### config.mk
export PLATFORM = sky130hd
export DESIGN_NAME = prgp_front
export DESIGN_NICKNAME = d
export VERILOG_FILES = /design/src/prgp_pkg.sv /design/src/prgp_front.sv
export SDC_FILE = /design/constraint.sdc
export NUM_CORES = 1
export LEC_CHECK = 0
export ABC_AREA = 1
export BUFFER_PORTS_ARGS = -buffer_cell sky130_fd_sc_hd__clkbuf_2
export CAP_MARGIN = 15
export CELL_PAD_IN_SITES_DETAIL_PLACEMENT = 1
export CELL_PAD_IN_SITES_GLOBAL_PLACEMENT = 2
export CORE_UTILIZATION = 30
export CTS_CLUSTER_DIAMETER = 100
export CTS_CLUSTER_SIZE = 20
export DETAILED_ROUTE_END_ITERATION = 10
export GPL_ROUTABILITY_DRIVEN = 0
export PLACE_DENSITY_LB_ADDON = 0.05
export SKIP_CTS_REPAIR_TIMING = 1
export SYNTH_ARGS = -nofsm -noshare
export SYNTH_HDL_FRONTEND = slang
export SYNTH_SLANG_ARGS = --single-unit
### constraint.sdc
create_clock -name clk -period 13.9 [get_ports clk]
set_clock_uncertainty 0.2 [all_clocks]
set_input_delay 1.39 -clock clk [delete_from_list [all_inputs] [get_ports clk]]
set_output_delay 1.39 -clock clk [all_outputs]
set_load 0.005 [all_outputs]
### src/prgp_pkg.sv
// Shared types and constants for the pixel resolve, gamma and pack block.
package prgp_pkg;

  localparam int MAX_DIM_DEF         = 4096;
  localparam int COLOR_FRAC_BITS_DEF = 16;

  localparam int SPP_W      = 11;
  localparam int DIM_CFG_W  = 13;
  localparam int CFG_IDX_W  = 2;
  localparam int CFG_DATA_W = 13;
  localparam int POS_W      = 16;
  localparam int SUM_W      = 32;
  localparam int ADDR_W     = 24;
  localparam int CHAN_W     = 8;
  localparam int WORD_W     = 32;
  localparam int NUM_CHAN   = 3;

  localparam int CH_RED   = 0;
  localparam int CH_GREEN = 1;
  localparam int CH_BLUE  = 2;

  localparam int QUEUE_DEPTH     = 4;
  localparam int DIV_BITS_PER_ST = 4;
  localparam int ROOT_BITS_PER_ST = 2;

  localparam logic [SPP_W-1:0]     SPP_RESET    = 11'd1;
  localparam logic [DIM_CFG_W-1:0] WIDTH_RESET  = 13'd640;
  localparam logic [DIM_CFG_W-1:0] HEIGHT_RESET = 13'd480;
  localparam logic [CHAN_W-1:0]    ALPHA_OPAQUE = 8'hFF;
  localparam logic [CHAN_W-1:0]    CHAN_MAX     = 8'hFF;

  typedef enum logic [CFG_IDX_W-1:0] {
    CFG_SPP    = 2'd0,
    CFG_WIDTH  = 2'd1,
    CFG_HEIGHT = 2'd2
  } cfg_idx_t;

  // Item handed from the front to the back through the queue.
  typedef struct packed {
    logic                          in_frame;
    logic [POS_W-1:0]              row;
    logic [POS_W-1:0]              col;
    logic [NUM_CHAN-1:0][SUM_W-1:0] sum;
  } item_t;

endpackage

### src/prgp_front.sv
// Input stage: takes items, flips the row and decides whether the pixel is in frame.
module prgp_front import prgp_pkg::*; #(
  parameter int MAX_DIM = MAX_DIM_DEF
) (
  input  logic                              clk,
  input  logic                              rst_n,
  input  logic                              in_valid,
  output logic                              in_stall,
  input  logic signed [POS_W-1:0]           in_pos_x,
  input  logic signed [POS_W-1:0]           in_pos_y,
  input  logic [SUM_W-1:0]                  in_red_sum,
  input  logic [SUM_W-1:0]                  in_green_sum,
  input  logic [SUM_W-1:0]                  in_blue_sum,
  input  logic [$clog2(MAX_DIM+1)-1:0]      frame_w,
  input  logic [$clog2(MAX_DIM+1)-1:0]      frame_h,
  input  logic                              q_full,
  output logic                              q_push,
  output item_t                             q_item
);

  localparam int DIM_W = $clog2(MAX_DIM + 1);
  localparam int CMP_W = ((DIM_W > POS_W) ? DIM_W : POS_W) + 2;
  localparam logic signed [CMP_W-1:0] ONE_S = 1;

  logic                     valid_r, valid_nxt;
  item_t                    item_r, item_nxt;
  logic                     in_acc;
  logic signed [CMP_W-1:0]  h_s, w_s, x_s, y_s, fy_s;

  assign in_stall = valid_r & q_full;
  assign in_acc   = in_valid & ~in_stall;
  assign q_push   = valid_r & ~q_full;
  assign q_item   = item_r;

  // The row is flipped in a signed width wide enough that it never wraps.
  always_comb begin
    h_s  = signed'(CMP_W'(frame_h));
    w_s  = signed'(CMP_W'(frame_w));
    x_s  = CMP_W'(in_pos_x);
    y_s  = CMP_W'(in_pos_y);
    fy_s = h_s - y_s - ONE_S;

    item_nxt.in_frame = ~fy_s[CMP_W-1] && (fy_s < h_s) && ~x_s[CMP_W-1] && (x_s < w_s);
    item_nxt.row    = fy_s[POS_W-1:0];
    item_nxt.col    = in_pos_x;
    item_nxt.sum[CH_RED]   = in_red_sum;
    item_nxt.sum[CH_GREEN] = in_green_sum;
    item_nxt.sum[CH_BLUE]  = in_blue_sum;

    valid_nxt = in_acc | (valid_r & q_full);
  end

  always_ff @(posedge clk) begin
    if (!rst_n) begin
      valid_r <= 1'b0;
    end else begin
      valid_r <= valid_nxt;
    end
  end

  always_ff @(posedge clk) begin
    if (in_acc) begin
      item_r <= item_nxt;
    end
  end

endmodule

==> key figures <==
Die
  • Chip Width: 137 um
  • Die Y: approximately 140 um
  • CORE AREA: 17,900 sq um
  • Initial Util: between 30 and 40%
  • Cell Rows: roughly 50
  • # IOs: 289
  • Die footprint: roughly 19,000 sq um

Route
  • Detailed-route vias per instance: around 4.3
  • Iter 0 DRT Violations: 186
  • Wire per inst: about 18 um
  • Post-route ant nets: 0
  • Residual DRC: 0
  • Total routed wirelength: roughly 17 mm
  • Drt first pass iters: 4
  • DR vias: 4,130

STA
  • Final Cycle Share: 28.1%
  • Maximum clock rate: about 0.26 GHz
  • Final setup fails: 0
  • Max-slew violation count: 0
  • Worst slew margin: ~31%
  • Slew of the pin with the lowest slew margin: 1.03 ns
  • Final TNS setup: 0 ns
  • RSZ-0062 raised after global routing: false
  • Period minus WS final: between 3 and 4 ns
  • Final hold violations: 0

Global routing
  • Largest net degree at the start of global routing: 50
  • Antenna violations before repair: 0
  • First-pass GRT wire length: 24.2 mm
  • GRT Overall Usage: 18.1%
  • GR Overflow Total: 0
  • Number of global-route vias before repair: 4,244

Clocking
  • Inserted Clock Buffers: 17
  • Skew-Pair Late Insertion Delay: between 0.4 and 0.5 ns
  • H-tree depth: 4
  • Clock root buffer: clkbuf_16
  • CTS tree: built
  • CTS Buffer Depth: 2
  • Clk pin slew, worst setup/hold paths: 0.06 ns
  • # clock sinks: 130

Layout
  • Finished Layout Cells: 956
  • Finished Core Util: 43.7%
  • Design Area, Final: roughly 7800 sq um
  • Fraction of layout cells with a size suffix above 1: 46.9%
  • Layout area overhead: 42.8%
  • Total Nets Final: 911
  • Fillers: 2,028
  • # diodes: 0

Logic synthesis
  • Ys Warns: 0
  • Post-synth ARST share: 0%
  • Top-area cell type share of the netlist area: between 70% and 80%
  • Number of cells produced by synthesis: a little over 400
  • Synth top area cells: edfxtp_1 71%, ha_1 8.7%, nand2_1 5.0%, inv_1 4.5%, xor2_1 1.6%
  • Distinct cells, synth: 29
  • Top FF cell, synth: edfxtp_1
  • Sequential area share after synthesis: between 70% and 80%
  • Syn Area/Cell: 13.5 sq um
  • Synth Cell Area: 5480 sq um
  • EDFF count, synth: 129
  • #FFs+latches synth: 130
  • Syn nets: around 600
  • Post-synth top area cell: edfxtp_1

Power and ir drop
  • Final Power: 1.05 mW
  • Gate power share: 12.9%
  • P_sw: 0.249 mW
  • Pleak: 3.79 nW
  • Seq pwr share: 44.7%
  • Peak supply drop: 0.0000775 V
  • Pwr Density: 135 nW/um^2
  • Switching Fraction: 23.7%
  • Clock Power Share: 42.4%
  • Int Power: 0.804 mW

Min path
  • Hold Path Cell Cnt: 2
  • HP Class: flop to flop
  • HP Start: valid_r
  • Hold endpoint: valid_r

Worst setup path
  • Kind of critical path: input port to flop
  • Startpoint types: input port
  • CP Max Fanout: just under 50
  • Crit. End Element: flop
  • Cells on worst reg2reg path: 5
  • Reg2Reg Capture Point: q_item[122]
  • Arr. time, crit path: 3.75 ns
  • R2R Setup Slk: 10.75 ns
  • Critical path data required time: about 14 ns
  • Crit Reg-Reg Startpoint: valid_r

Placement
  • Buffers on Ports: 288
  • Placed insts: 924
  • Post-place instance area: 7230 sq um
  • HPWL after DPL: 14.4 mm

Flow run
  • Max-Cap Viols: 0

Status
  • Run status: finished clean
-- state kept, by name, indices dropped and copies added, names as in the netlist --
register	count
q_item	129
valid_r	1
-- routing by layer --
metal | track usage [%] | vias to the layer above | part of all wire, %
met4 | 6.84 | 0 | 1.5
met2 | 34.1 | 150 | 54
met3 | 5.44 | 18 | 8.0
li1 | - | 2005 | -
met1 | 18.5 | 1957 | 36
met5 | 0 | - | 0
-- Yosys cell counts (2+ instances only) --
library cell,instances
nand2_2,8
edfxtp_1,129
inv_1,65
nand3_2,2
o21ai_0,3
nor3_2,3
nor3_1,3
o21a_1,2
inv_2,6
xor2_1,10
nand3_1,12
ha_1,38
a21oi_1,17
nand2_1,73
nor2_1,20
-- critical path: stages --
cell and delay [ns]:
clkbuf_2 0.09, nand2_1 0.07, inv_1 0.08, nor2_4 0.78, buf_4 0.65, buf_4 0.61
-- area by class of cell --
class | instances | area, sq um | area share, %
clock buffer | 20 | 437 | 5.58
inverter | 71 | 267 | 3.41
timing repair buffer | 290 | 1460 | 18.6
multi-input combinational | 204 | 1320 | 16.9
sequential | 130 | 3890 | 49.8
clock inverter | 12 | 158 | 2.02
tap | 229 | 287 | 3.66
-- worst max-delay path by stage --
stage                      start     endpoint  slack [ns]  depth (start not counted)
final                     q_full  q_item[122]        9.99                          6
after global placement    q_full  q_item[125]        9.65                          6
after floorplan           q_full    q_item[0]        6.18                          3
after CTS                 q_full  q_item[122]        9.97                          6
after global routing      q_full  q_item[122]        9.79                          6
after detailed placement  q_full  q_item[125]        9.53                          6
-- per-stage QoR --
stage                     setup WS (ns)  hold WS, ns
after floorplan                    6.18        0.270
after global placement             9.65        0.289
after detailed placement           9.53        0.299
after CTS                          9.97        0.306
after global routing               9.79        0.344
final                              9.99        0.304
-- layout by cell type (no fill, tap or decap), drive strengths merged, types with 2 or more instances in the layout --
cell,Yosys,final
o21a,2,2
clkbuf,0,308
edfxtp,129,129
o21ai,4,4
bufinv,0,3
ha,38,38
clkinv,0,6
nand3,14,14
inv,71,72
clkinvlp,0,2
nand2,81,81
a21oi,18,18
buf,0,2
xor2,10,10
nor3,7,7
nor2,21,21
-- power groups by stage --
| stage | combinational (mW) | clock (mW) | sequential [mW] |
|---|---|---|---|
| final | 0.135 | 0.447 | 0.471 |
| after global placement | 0.135 | 0 | 0.478 |
| after CTS | 0.140 | 0.457 | 0.471 |
| after detailed placement | 0.139 | 0 | 0.479 |
| after global routing | 0.154 | 0.473 | 0.473 |
| after floorplan | 0.0603 | 0 | 0.486 |
-- kinds of logic (layout without fill, tap and decap cells) --
group	count (synthesis)	after routing	share of synthesized area (%)
and+or+nand+nor	126	126	10.3
AOI/OAI and AO/OA	28	28	2.90
adders and majority gates	39	39	9.05
DFF	130	130	71.1
xor gates and xnor gates	11	11	1.76
buffers and inverters	71	393	4.87
Power figures use the tool's default switching activity.
