**src/prgp_pkg.sv**
```systemverilog
// Shared types and constants for the pixel resolve, gamma and pack block.
package prgp_pkg;

  localparam int MAX_DIM_DEF         = 4096;
  localparam int COLOR_FRAC_BITS_DEF = 16;

  localparam int SPP_W      = 11;
  localparam int DIM_CFG_W  = 13;
  localparam int CFG_IDX_W  = 2;
  localparam int CFG_DATA_W = 13;
  localparam int POS_W      = 16;
  localparam int SUM_W      = 32;
  localparam int ADDR_W     = 24;
  localparam int CHAN_W     = 8;
  localparam int WORD_W     = 32;
  localparam int NUM_CHAN   = 3;

  localparam int CH_RED   = 0;
  localparam int CH_GREEN = 1;
  localparam int CH_BLUE  = 2;

  localparam int QUEUE_DEPTH     = 4;
  localparam int DIV_BITS_PER_ST = 4;
  localparam int ROOT_BITS_PER_ST = 2;

  localparam logic [SPP_W-1:0]     SPP_RESET    = 11'd1;
  localparam logic [DIM_CFG_W-1:0] WIDTH_RESET  = 13'd640;
  localparam logic [DIM_CFG_W-1:0] HEIGHT_RESET = 13'd480;
  localparam logic [CHAN_W-1:0]    ALPHA_OPAQUE = 8'hFF;
  localparam logic [CHAN_W-1:0]    CHAN_MAX     = 8'hFF;

  typedef enum logic [CFG_IDX_W-1:0] {
    CFG_SPP    = 2'd0,
    CFG_WIDTH  = 2'd1,
    CFG_HEIGHT = 2'd2
  } cfg_idx_t;

  // Item handed from the front to the back through the queue.
  typedef struct packed {
    logic                          in_frame;
    logic [POS_W-1:0]              row;
    logic [POS_W-1:0]              col;
    logic [NUM_CHAN-1:0][SUM_W-1:0] sum;
  } item_t;

endpackage

```
**src/prgp_queue.sv**
```systemverilog
// Small register queue that decouples the front from the back.
module prgp_queue import prgp_pkg::*; #(
  parameter int WIDTH = 8,
  parameter int DEPTH = QUEUE_DEPTH
) (
  input  logic             clk,
  input  logic             rst_n,
  input  logic             push,
  input  logic [WIDTH-1:0] wdata,
  output logic             full,
  input  logic             pop,
  output logic [WIDTH-1:0] rdata,
  output logic             empty
);

  localparam int PTR_W = (DEPTH > 1) ? $clog2(DEPTH) : 1;
  localparam int CNT_W = $clog2(DEPTH + 1);
  localparam logic [PTR_W-1:0] LAST_PTR = PTR_W'(DEPTH - 1);
  localparam logic [CNT_W-1:0] FULL_CNT = CNT_W'(DEPTH);

  logic [WIDTH-1:0] mem_r [DEPTH];
  logic [PTR_W-1:0] wr_ptr_r, wr_ptr_nxt;
  logic [PTR_W-1:0] rd_ptr_r, rd_ptr_nxt;
  logic [CNT_W-1:0] cnt_r, cnt_nxt;

  assign full  = (cnt_r == FULL_CNT);
  assign empty = (cnt_r == '0);
  assign rdata = mem_r[rd_ptr_r];

  always_comb begin
    wr_ptr_nxt = wr_ptr_r;
    rd_ptr_nxt = rd_ptr_r;
    cnt_nxt    = cnt_r;
    if (push) begin
      wr_ptr_nxt = (wr_ptr_r == LAST_PTR) ? '0 : wr_ptr_r + PTR_W'(1);
    end
    if (pop) begin
      rd_ptr_nxt = (rd_ptr_r == LAST_PTR) ? '0 : rd_ptr_r + PTR_W'(1);
    end
    if (push && !pop) begin
      cnt_nxt = cnt_r + CNT_W'(1);
    end else if (pop && !push) begin
      cnt_nxt = cnt_r - CNT_W'(1);
    end
  end

  always_ff @(posedge clk) begin
    if (!rst_n) begin
      wr_ptr_r <= '0;
      rd_ptr_r <= '0;
      cnt_r    <= '0;
    end else begin
      wr_ptr_r <= wr_ptr_nxt;
      rd_ptr_r <= rd_ptr_nxt;
      cnt_r    <= cnt_nxt;
    end
  end

  always_ff @(posedge clk) begin
    if (push) begin
      mem_r[wr_ptr_r] <= wdata;
    end
  end

endmodule

```
**config.mk**
```make
export PLATFORM = sky130hd
export DESIGN_NAME = prgp_queue
export DESIGN_NICKNAME = d
export VERILOG_FILES = /design/src/prgp_pkg.sv /design/src/prgp_queue.sv
export SDC_FILE = /design/constraint.sdc
export NUM_CORES = 1
export LEC_CHECK = 0
export BUFFER_PORTS_ARGS = -buffer_cell sky130_fd_sc_hd__buf_2
export CAP_MARGIN = 20
export CELL_PAD_IN_SITES_DETAIL_PLACEMENT = 0
export CELL_PAD_IN_SITES_GLOBAL_PLACEMENT = 1
export CORE_AREA = 2 2 60 62
export CTS_BUF_LIST = sky130_fd_sc_hd__clkbuf_2
export DETAILED_ROUTE_END_ITERATION = 8
export DIE_AREA = 0 0 62 64
export GPL_TIMING_DRIVEN = 0
export PLACE_DENSITY = 0.86
export SKIP_CTS_REPAIR_TIMING = 1
export SYNTH_ARGS = -nofsm -noshare
export SYNTH_HDL_FRONTEND = slang
export SYNTH_SLANG_ARGS = --single-unit
```
**constraint.sdc**
```tcl
create_clock -name clk -period 1.95 [get_ports clk]
set_input_delay 0.39 -clock clk [delete_from_list [all_inputs] [get_ports clk]]
set_output_delay 0.39 -clock clk [all_outputs]
set_load 0.02 [all_outputs]
```
==> results_dict.tcl, run 1 <==
set metrics [dict create \
    critical_path.cell_chain "buf_12 -> mux4_2 -> buf_6" \
    gpl.final_weighted_congestion 0.682 \
    cts-root-buf "sky130_fd_sc_hd__clkbuf_2" \
    synthCells 86 \
    crit_buf_inv 2 \
    design.core.area_um2 3280 \
    synthDistinctLibCells 20 \
    worst-path-stages 3 \
    dieArea_um2 3970 \
    antenna_found_initial 0 \
    status "finished, violations left" \
    ctsLongestPathBuffers 2 \
    detail_route.first_pass.iterations 3 \
    worstSetupStartpointType "flip-flop" \
    timing.clock.skew_ps 19.7 \
    p_int_w 0.00121 \
    antenna-diode-count 0 \
    post-route-worst-setup-slack_ps -18.5 \
    grt_setup_unrepaired "true" \
    preCtsSetupSlack_ps 69.1 \
    share_clk_of_total_power_pct 21.3 \
    final.period_utilization_pct 101 \
    io_pins 22 \
    period_minus_ws_final_ps 1970 \
    layout.nets 133 \
    total_routing_usage_gr_pct 13.6 \
    final-hold-violation-count 0 \
    critical_path_class "flip-flop to primary output" \
    clk_transition_reported_paths_ps 200 \
    avgRoutedWirePerCell_um 14.3 \
    worstPathMaxFanout 8 \
    netlist_area_um2 1620 \
    max_freq_ghz 0.508 \
    vias_in_the_first_global_route 816 \
    sum_of_net_half_perimeters_after_detailed_placement_um 1620 \
    timing.hold.ws_ps 202 \
    timing.max_cap.violations 0 \
    final_number_of_setup_violating_endpoints 8 \
    timing.critical_path.required_ps 1560 \
    fp.dieW_um 62 \
    pwr-share-seq_pct 62.4 \
    initial_core_util_pct 49.2 \
    static-leakage-power_nw 0.691 \
    clock_insertion_delay_at_the_later_pin_of_the_skew_report_ps 390 \
    detail_route.drc_violations 0 \
    critPathMaxStageDelay_ps 510 \
    cts_tree "yes" \
    mappedNetlistNets 105 \
    violated_checks "negative setup slack" \
    total_wire_length_um 2310 \
    worst_slew_pin_slew_ps 423 \
    drive_gt1_share_pct 34.8 \
    clkSinkCount 41 \
    grt_overflow_total 0 \
    net-switching-power_w 0.000424 \
    floorplan.rows 21 \
    worstSetupEndpointType "primary output" \
    critical-path-top-delay-family "multiplexers" \
    grt_max_degree 14 \
    synth-seq-area-share_pct 70.6 \
    die_h_um 64 \
    detail-route-antenna-nets 0 \
    area_delta_synth_final_pct 16.4 \
    cts-buffers-inserted 5 \
    maxSlewViolCount 0 \
    power-per-cell-area_nw_per_um2 870 \
    yosysWarningCount 0 \
    first_iter_violations 33 \
    worstHoldPathType "input port to flip-flop" \
    critical_path.endpoint "rdata[2]" \
    synthesis.area_per_instance_um2 18.8 \
    critical_path_arrival_ps 1580 \
    reg2reg_slack_ps 470 \
    dr_total_vias 789 \
    vdd.ir_drop.worst_mv 0.505 \
    r2r_start "cnt_r[0]$_SDFFE_PN0P_" \
    worst-r2r-cell-count 4 \
    numPortBuffers 21 \
    critical_path.slowest_cell "sky130_fd_sc_hd__mux4_2" \
    power.combinational.fraction_pct 16.3 \
    p_sw_share_pct 25.9 \
    grt_first_pass_wirelength_um 3710 \
    number_of_flip_flops_and_latches_in_the_synthesized_netlist 41 \
    relSlewSlack_pct 71.8 \
    cts_h_tree_lvls 2 \
    crit-reg2reg-capture "cnt_r[2]$_SDFFE_PN0P_" \
    avgViaCountPerCell 4.90 \
]
[per-stage QoR]
step | instances | TNS (ps) | cell area [um^2] | util [%] | total power, W
after floorplan | 86 | 0 | 1620 | - | 0.00120
after global placement | 153 | 0 | 1780 | 54.1 | 0.00126
after detailed placement | 153 | 0 | 1780 | 54.1 | 0.00128
after CTS | 161 | -602 | 1820 | 55.4 | 0.00162
after global routing | 161 | -791 | 1880 | 57.3 | 0.00172
final | 161 | -102 | 1880 | 57.3 | 0.00164
[power groups by stage]
stage / clock network [W] / logic [W] / registers (W)
2_1_floorplan: 0 / 0.000166 / 0.00103
3_3_place_gp: 0 / 0.000228 / 0.00104
3_5_place_dp: 0 / 0.000237 / 0.00104
4_1_cts: 0.000358 / 0.000238 / 0.00102
5_1_grt: 0.000404 / 0.000293 / 0.00103
6_report: 0.000348 / 0.000267 / 0.00102
[registers in the layout, summed over array words and instances, names as in the netlist, named ones only]
name / flops
cnt_r: 3
mem_r: 32
rd_ptr_r: 2
wr_ptr_r: 2
[area by class of cell]
| type | count | area [um^2] |
|---|---|---|
| well taps | 46 | 57.6 |
| repair buffers | 21 | 155 |
| multi-input cells | 39 | 443 |
| fillers | 252 | 1400 |
| clock inverters | 3 | 17.5 |
| inverters | 4 | 15.0 |
| plain buffers | 2 | 25.0 |
| clock buffers | 5 | 25.0 |
| flip-flops and latches | 41 | 1140 |
[worst min path at each step]
stage / to / slack (ps) / start / cells after the start
floorplan: cnt_r[2]$_SDFFE_PN0P_ / 470 / cnt_r[2]$_SDFFE_PN0P_ / 2
global placement: cnt_r[2]$_SDFFE_PN0P_ / 480 / cnt_r[2]$_SDFFE_PN0P_ / 2
detailed placement: cnt_r[2]$_SDFFE_PN0P_ / 500 / cnt_r[2]$_SDFFE_PN0P_ / 2
CTS: mem_r[3][7]$_DFFE_PP_ / 180 / wdata[7] / 1
global route: mem_r[0][4]$_DFFE_PP_ / 150 / wdata[4] / 1
finish: mem_r[3][0]$_DFFE_PP_ / 200 / wdata[0] / 1
[metal layers]
layer / up-vias / wire length [um] / global-route usage [%]
met1: 377 / 954 / 15.7
li1: 384 / - / -
met2: 21 / 1200 / 21.6
met4: 0 / 34 / 6.38
met5: - / 0 / 0
met3: 7 / 121 / 5.47
[cells by family (layout without fill, tap and decap cells)]
logic type	Yosys count	in the layout	synth area share [%]
buffers and inverters	6	35	1.94
adder cells (fa/ha/maj)	7	7	5.89
AO/OA/AOI/OAI	3	3	1.24
XOR/XNOR	2	2	1.08
multiplexers	12	12	13.6
flip-flops	41	41	70.6
AND/OR/NAND/NOR	15	15	5.58
[cell usage after synthesis, drive strengths merged]
cell type  instances  area, um^2
nor3b              1        7.51
or3                1        6.26
buf                1        11.3
nor2               1        3.75
clkbuf             1        5.00
nor2b              5        31.3
inv                4        15.0
dfxtp              9         180
ha                 6        75.1
nor3               2        10.0
edfxtp            32         961
o21a               1        7.51
mux4               8         180
a21boi             1        7.51
xor2               1        8.76
o21ai              1        5.00
mux2i              4        40.0
fa                 1        20.0
and2               5        31.3
xnor2              1        8.76
[cell usage in the layout (no fill, tap or decap), types with 2 or more instances in the layout]
| master | n |
|---|---|
| sky130_fd_sc_hd__edfxtp_1 | 32 |
| sky130_fd_sc_hd__buf_2 | 13 |
| sky130_fd_sc_hd__mux4_2 | 8 |
| sky130_fd_sc_hd__dfxtp_1 | 8 |
| sky130_fd_sc_hd__buf_6 | 8 |
| sky130_fd_sc_hd__clkbuf_2 | 6 |
| sky130_fd_sc_hd__ha_1 | 6 |
| sky130_fd_sc_hd__and2_1 | 5 |
| sky130_fd_sc_hd__nor2b_1 | 5 |
| sky130_fd_sc_hd__inv_1 | 4 |
| sky130_fd_sc_hd__mux2i_1 | 4 |
| sky130_fd_sc_hd__nor3_1 | 2 |
| sky130_fd_sc_hd__clkinv_2 | 2 |
(Power assumes the default switching activity.)
==> inputs of run 2 (changes only) <==
CELL_PAD_IN_SITES_DETAIL_PLACEMENT = 1   (was 0)
==> results_dict.tcl, run 2 (same netlist as run 1, synthesis figures left out) <==
set metrics [dict create \
    critical-path-top-delay-family "multiplexers" \
    grt_max_degree 13 \
    vdd.ir_drop.worst_mv 0.478 \
    reg2reg_slack_ps 420 \
    worst_slew_pin_slew_ps 455 \
    timing.clock.skew_ps 14.1 \
    grt_setup_unrepaired "true" \
    detail_route.drc_violations 0 \
    maxSlewViolCount 0 \
    floorplan.rows 21 \
    clk_transition_reported_paths_ps 190 \
    cts_h_tree_lvls 2 \
    die_h_um 64 \
    final.period_utilization_pct 100 \
    io_pins 22 \
    top_regs "mem_r: 32 flops, cnt_r: 3 flops" \
    dieArea_um2 3970 \
    area_delta_synth_final_pct 17.7 \
    final_cell_count_no_fill 161 \
    vias_in_the_first_global_route 904 \
    relSlewSlack_pct 69.7 \
    num-fill-cells 310 \
    layout.nets 133 \
    detail_route.first_pass.iterations 4 \
    worst-r2r-cell-count 4 \
    drive_gt1_share_pct 33.9 \
    max_flop_register "mem_r" \
    first_iter_violations 19 \
    status "finished, violations left" \
    fp.dieW_um 62 \
    numPortBuffers 21 \
    detail-route-antenna-nets 0 \
    final-hold-violation-count 0 \
    initial_core_util_pct 49.2 \
    critPathMaxStageDelay_ps 520 \
    antenna_found_initial 0 \
    timing.hold.ws_ps 213 \
    final_total_negative_setup_slack_ps -31.1 \
    post-route-worst-setup-slack_ps -8.66 \
    max_freq_ghz 0.511 \
    total_power_w 0.00178 \
    worstPathMaxFanout 8 \
    total_routing_usage_gr_pct 16.6 \
    timing.max_cap.violations 0 \
    crit-reg2reg-capture "cnt_r[2]$_SDFFE_PN0P_" \
    worstSetupStartpointType "flip-flop" \
    layout_commonest_cell "sky130_fd_sc_hd__edfxtp_1" \
    critical_path.cell_chain "buf_12 -> mux4_2 -> buf_6" \
    worstSetupEndpointType "primary output" \
    critical_path_arrival_ps 1570 \
    clkSinkCount 41 \
    place_inst 153 \
    power-per-cell-area_nw_per_um2 935 \
    critical_path.slowest_cell "sky130_fd_sc_hd__mux4_2" \
    critical_path.endpoint "rdata[5]" \
    avgViaCountPerCell 4.98 \
    gpl.final_weighted_congestion 0.682 \
    detailed_place.area_um2 1780 \
    critical_path_class "flip-flop to primary output" \
    avgRoutedWirePerCell_um 17.8 \
    largest_reg_flops 32 \
    design.core.area_um2 3280 \
    grt_first_pass_wirelength_um 4460 \
    total_wire_length_um 2860 \
    dr_total_vias 802 \
    cts_tree "yes" \
    grt_overflow_total 0 \
    worst-path-stages 3 \
    layout.cell_area.non_filler_um2 1900 \
    clock_insertion_delay_at_the_later_pin_of_the_skew_report_ps 380 \
    antenna-diode-count 0 \
    commonest_cells_after_routing_fill_and_taps_aside "sky130_fd_sc_hd__edfxtp_1, sky130_fd_sc_hd__buf_2, sky130_fd_sc_hd__mux4_2, sky130_fd_sc_hd__dfxtp_1, sky130_fd_sc_hd__buf_6" \
    cts-buffers-inserted 5 \
    final_number_of_setup_violating_endpoints 5 \
    violated_checks "negative setup slack" \
    worstHoldPathType "input port to flip-flop" \
    crit_buf_inv 2 \
    r2r_start "cnt_r[0]$_SDFFE_PN0P_" \
    cts-root-buf "sky130_fd_sc_hd__clkbuf_2" \
    static-leakage-power_nw 0.703 \
    sum_of_net_half_perimeters_after_detailed_placement_um 1970 \
    ctsLongestPathBuffers 2 \
    timing.critical_path.required_ps 1560 \
    period_minus_ws_final_ps 1960 \
]
## run 2: layer usage
metal / share of wire, % / up-vias / global-route usage (%)
li1: - / 383 / -
met1: 39 / 393 / 18.4
met2: 55 / 22 / 28.6
met3: 4.3 / 4 / 3.64
met4: 1.6 / 0 / 7.98
met5: 0 / - / 0
## run 2: worst min path at each step
stage | slack (ps) | end | cells after the start | start
global placement | 480 | cnt_r[2]$_SDFFE_PN0P_ | 2 | cnt_r[2]$_SDFFE_PN0P_
floorplan | 470 | cnt_r[2]$_SDFFE_PN0P_ | 2 | cnt_r[2]$_SDFFE_PN0P_
finish | 210 | mem_r[2][5]$_DFFE_PP_ | 1 | wdata[5]
CTS | 200 | mem_r[0][1]$_DFFE_PP_ | 1 | wdata[1]
detailed placement | 500 | cnt_r[2]$_SDFFE_PN0P_ | 2 | cnt_r[2]$_SDFFE_PN0P_
global route | 170 | mem_r[3][2]$_DFFE_PP_ | 1 | wdata[2]
## run 2: where the power goes
group	leakage, nW	total [W]	switching (W)	internal [W]
Sequential	0.369	0.00102	0.0000305	0.000994
Combinational	0.294	0.000276	0.000141	0.000135
Clock	0.0406	0.000478	0.000259	0.000219
Total	0.703	0.00178	0.000430	0.00135
## run 2: stage by stage
stage,util [%],worst slack (ps)
after floorplan,-,297
after global placement,54.1,113
after detailed placement,54.1,8.53
after CTS,56.1,-86.6
after global routing,57.9,-93.2
final,57.9,-8.66
## run 2: layout make-up
| class | instances | area, um^2 | share of cell area, % |
|---|---|---|---|
| Tap cell | 46 | 57.6 | 3.03 |
| Clock buffer | 6 | 30.0 | 1.58 |
| Multi-Input combinational cell | 39 | 443 | 23.3 |
| Sequential cell | 41 | 1140 | 60.1 |
| Timing Repair Buffer | 21 | 155 | 8.16 |
| Clock inverter | 2 | 33.8 | 1.78 |
| Inverter | 4 | 15.0 | 0.789 |
| Buffer | 2 | 25.0 | 1.32 |
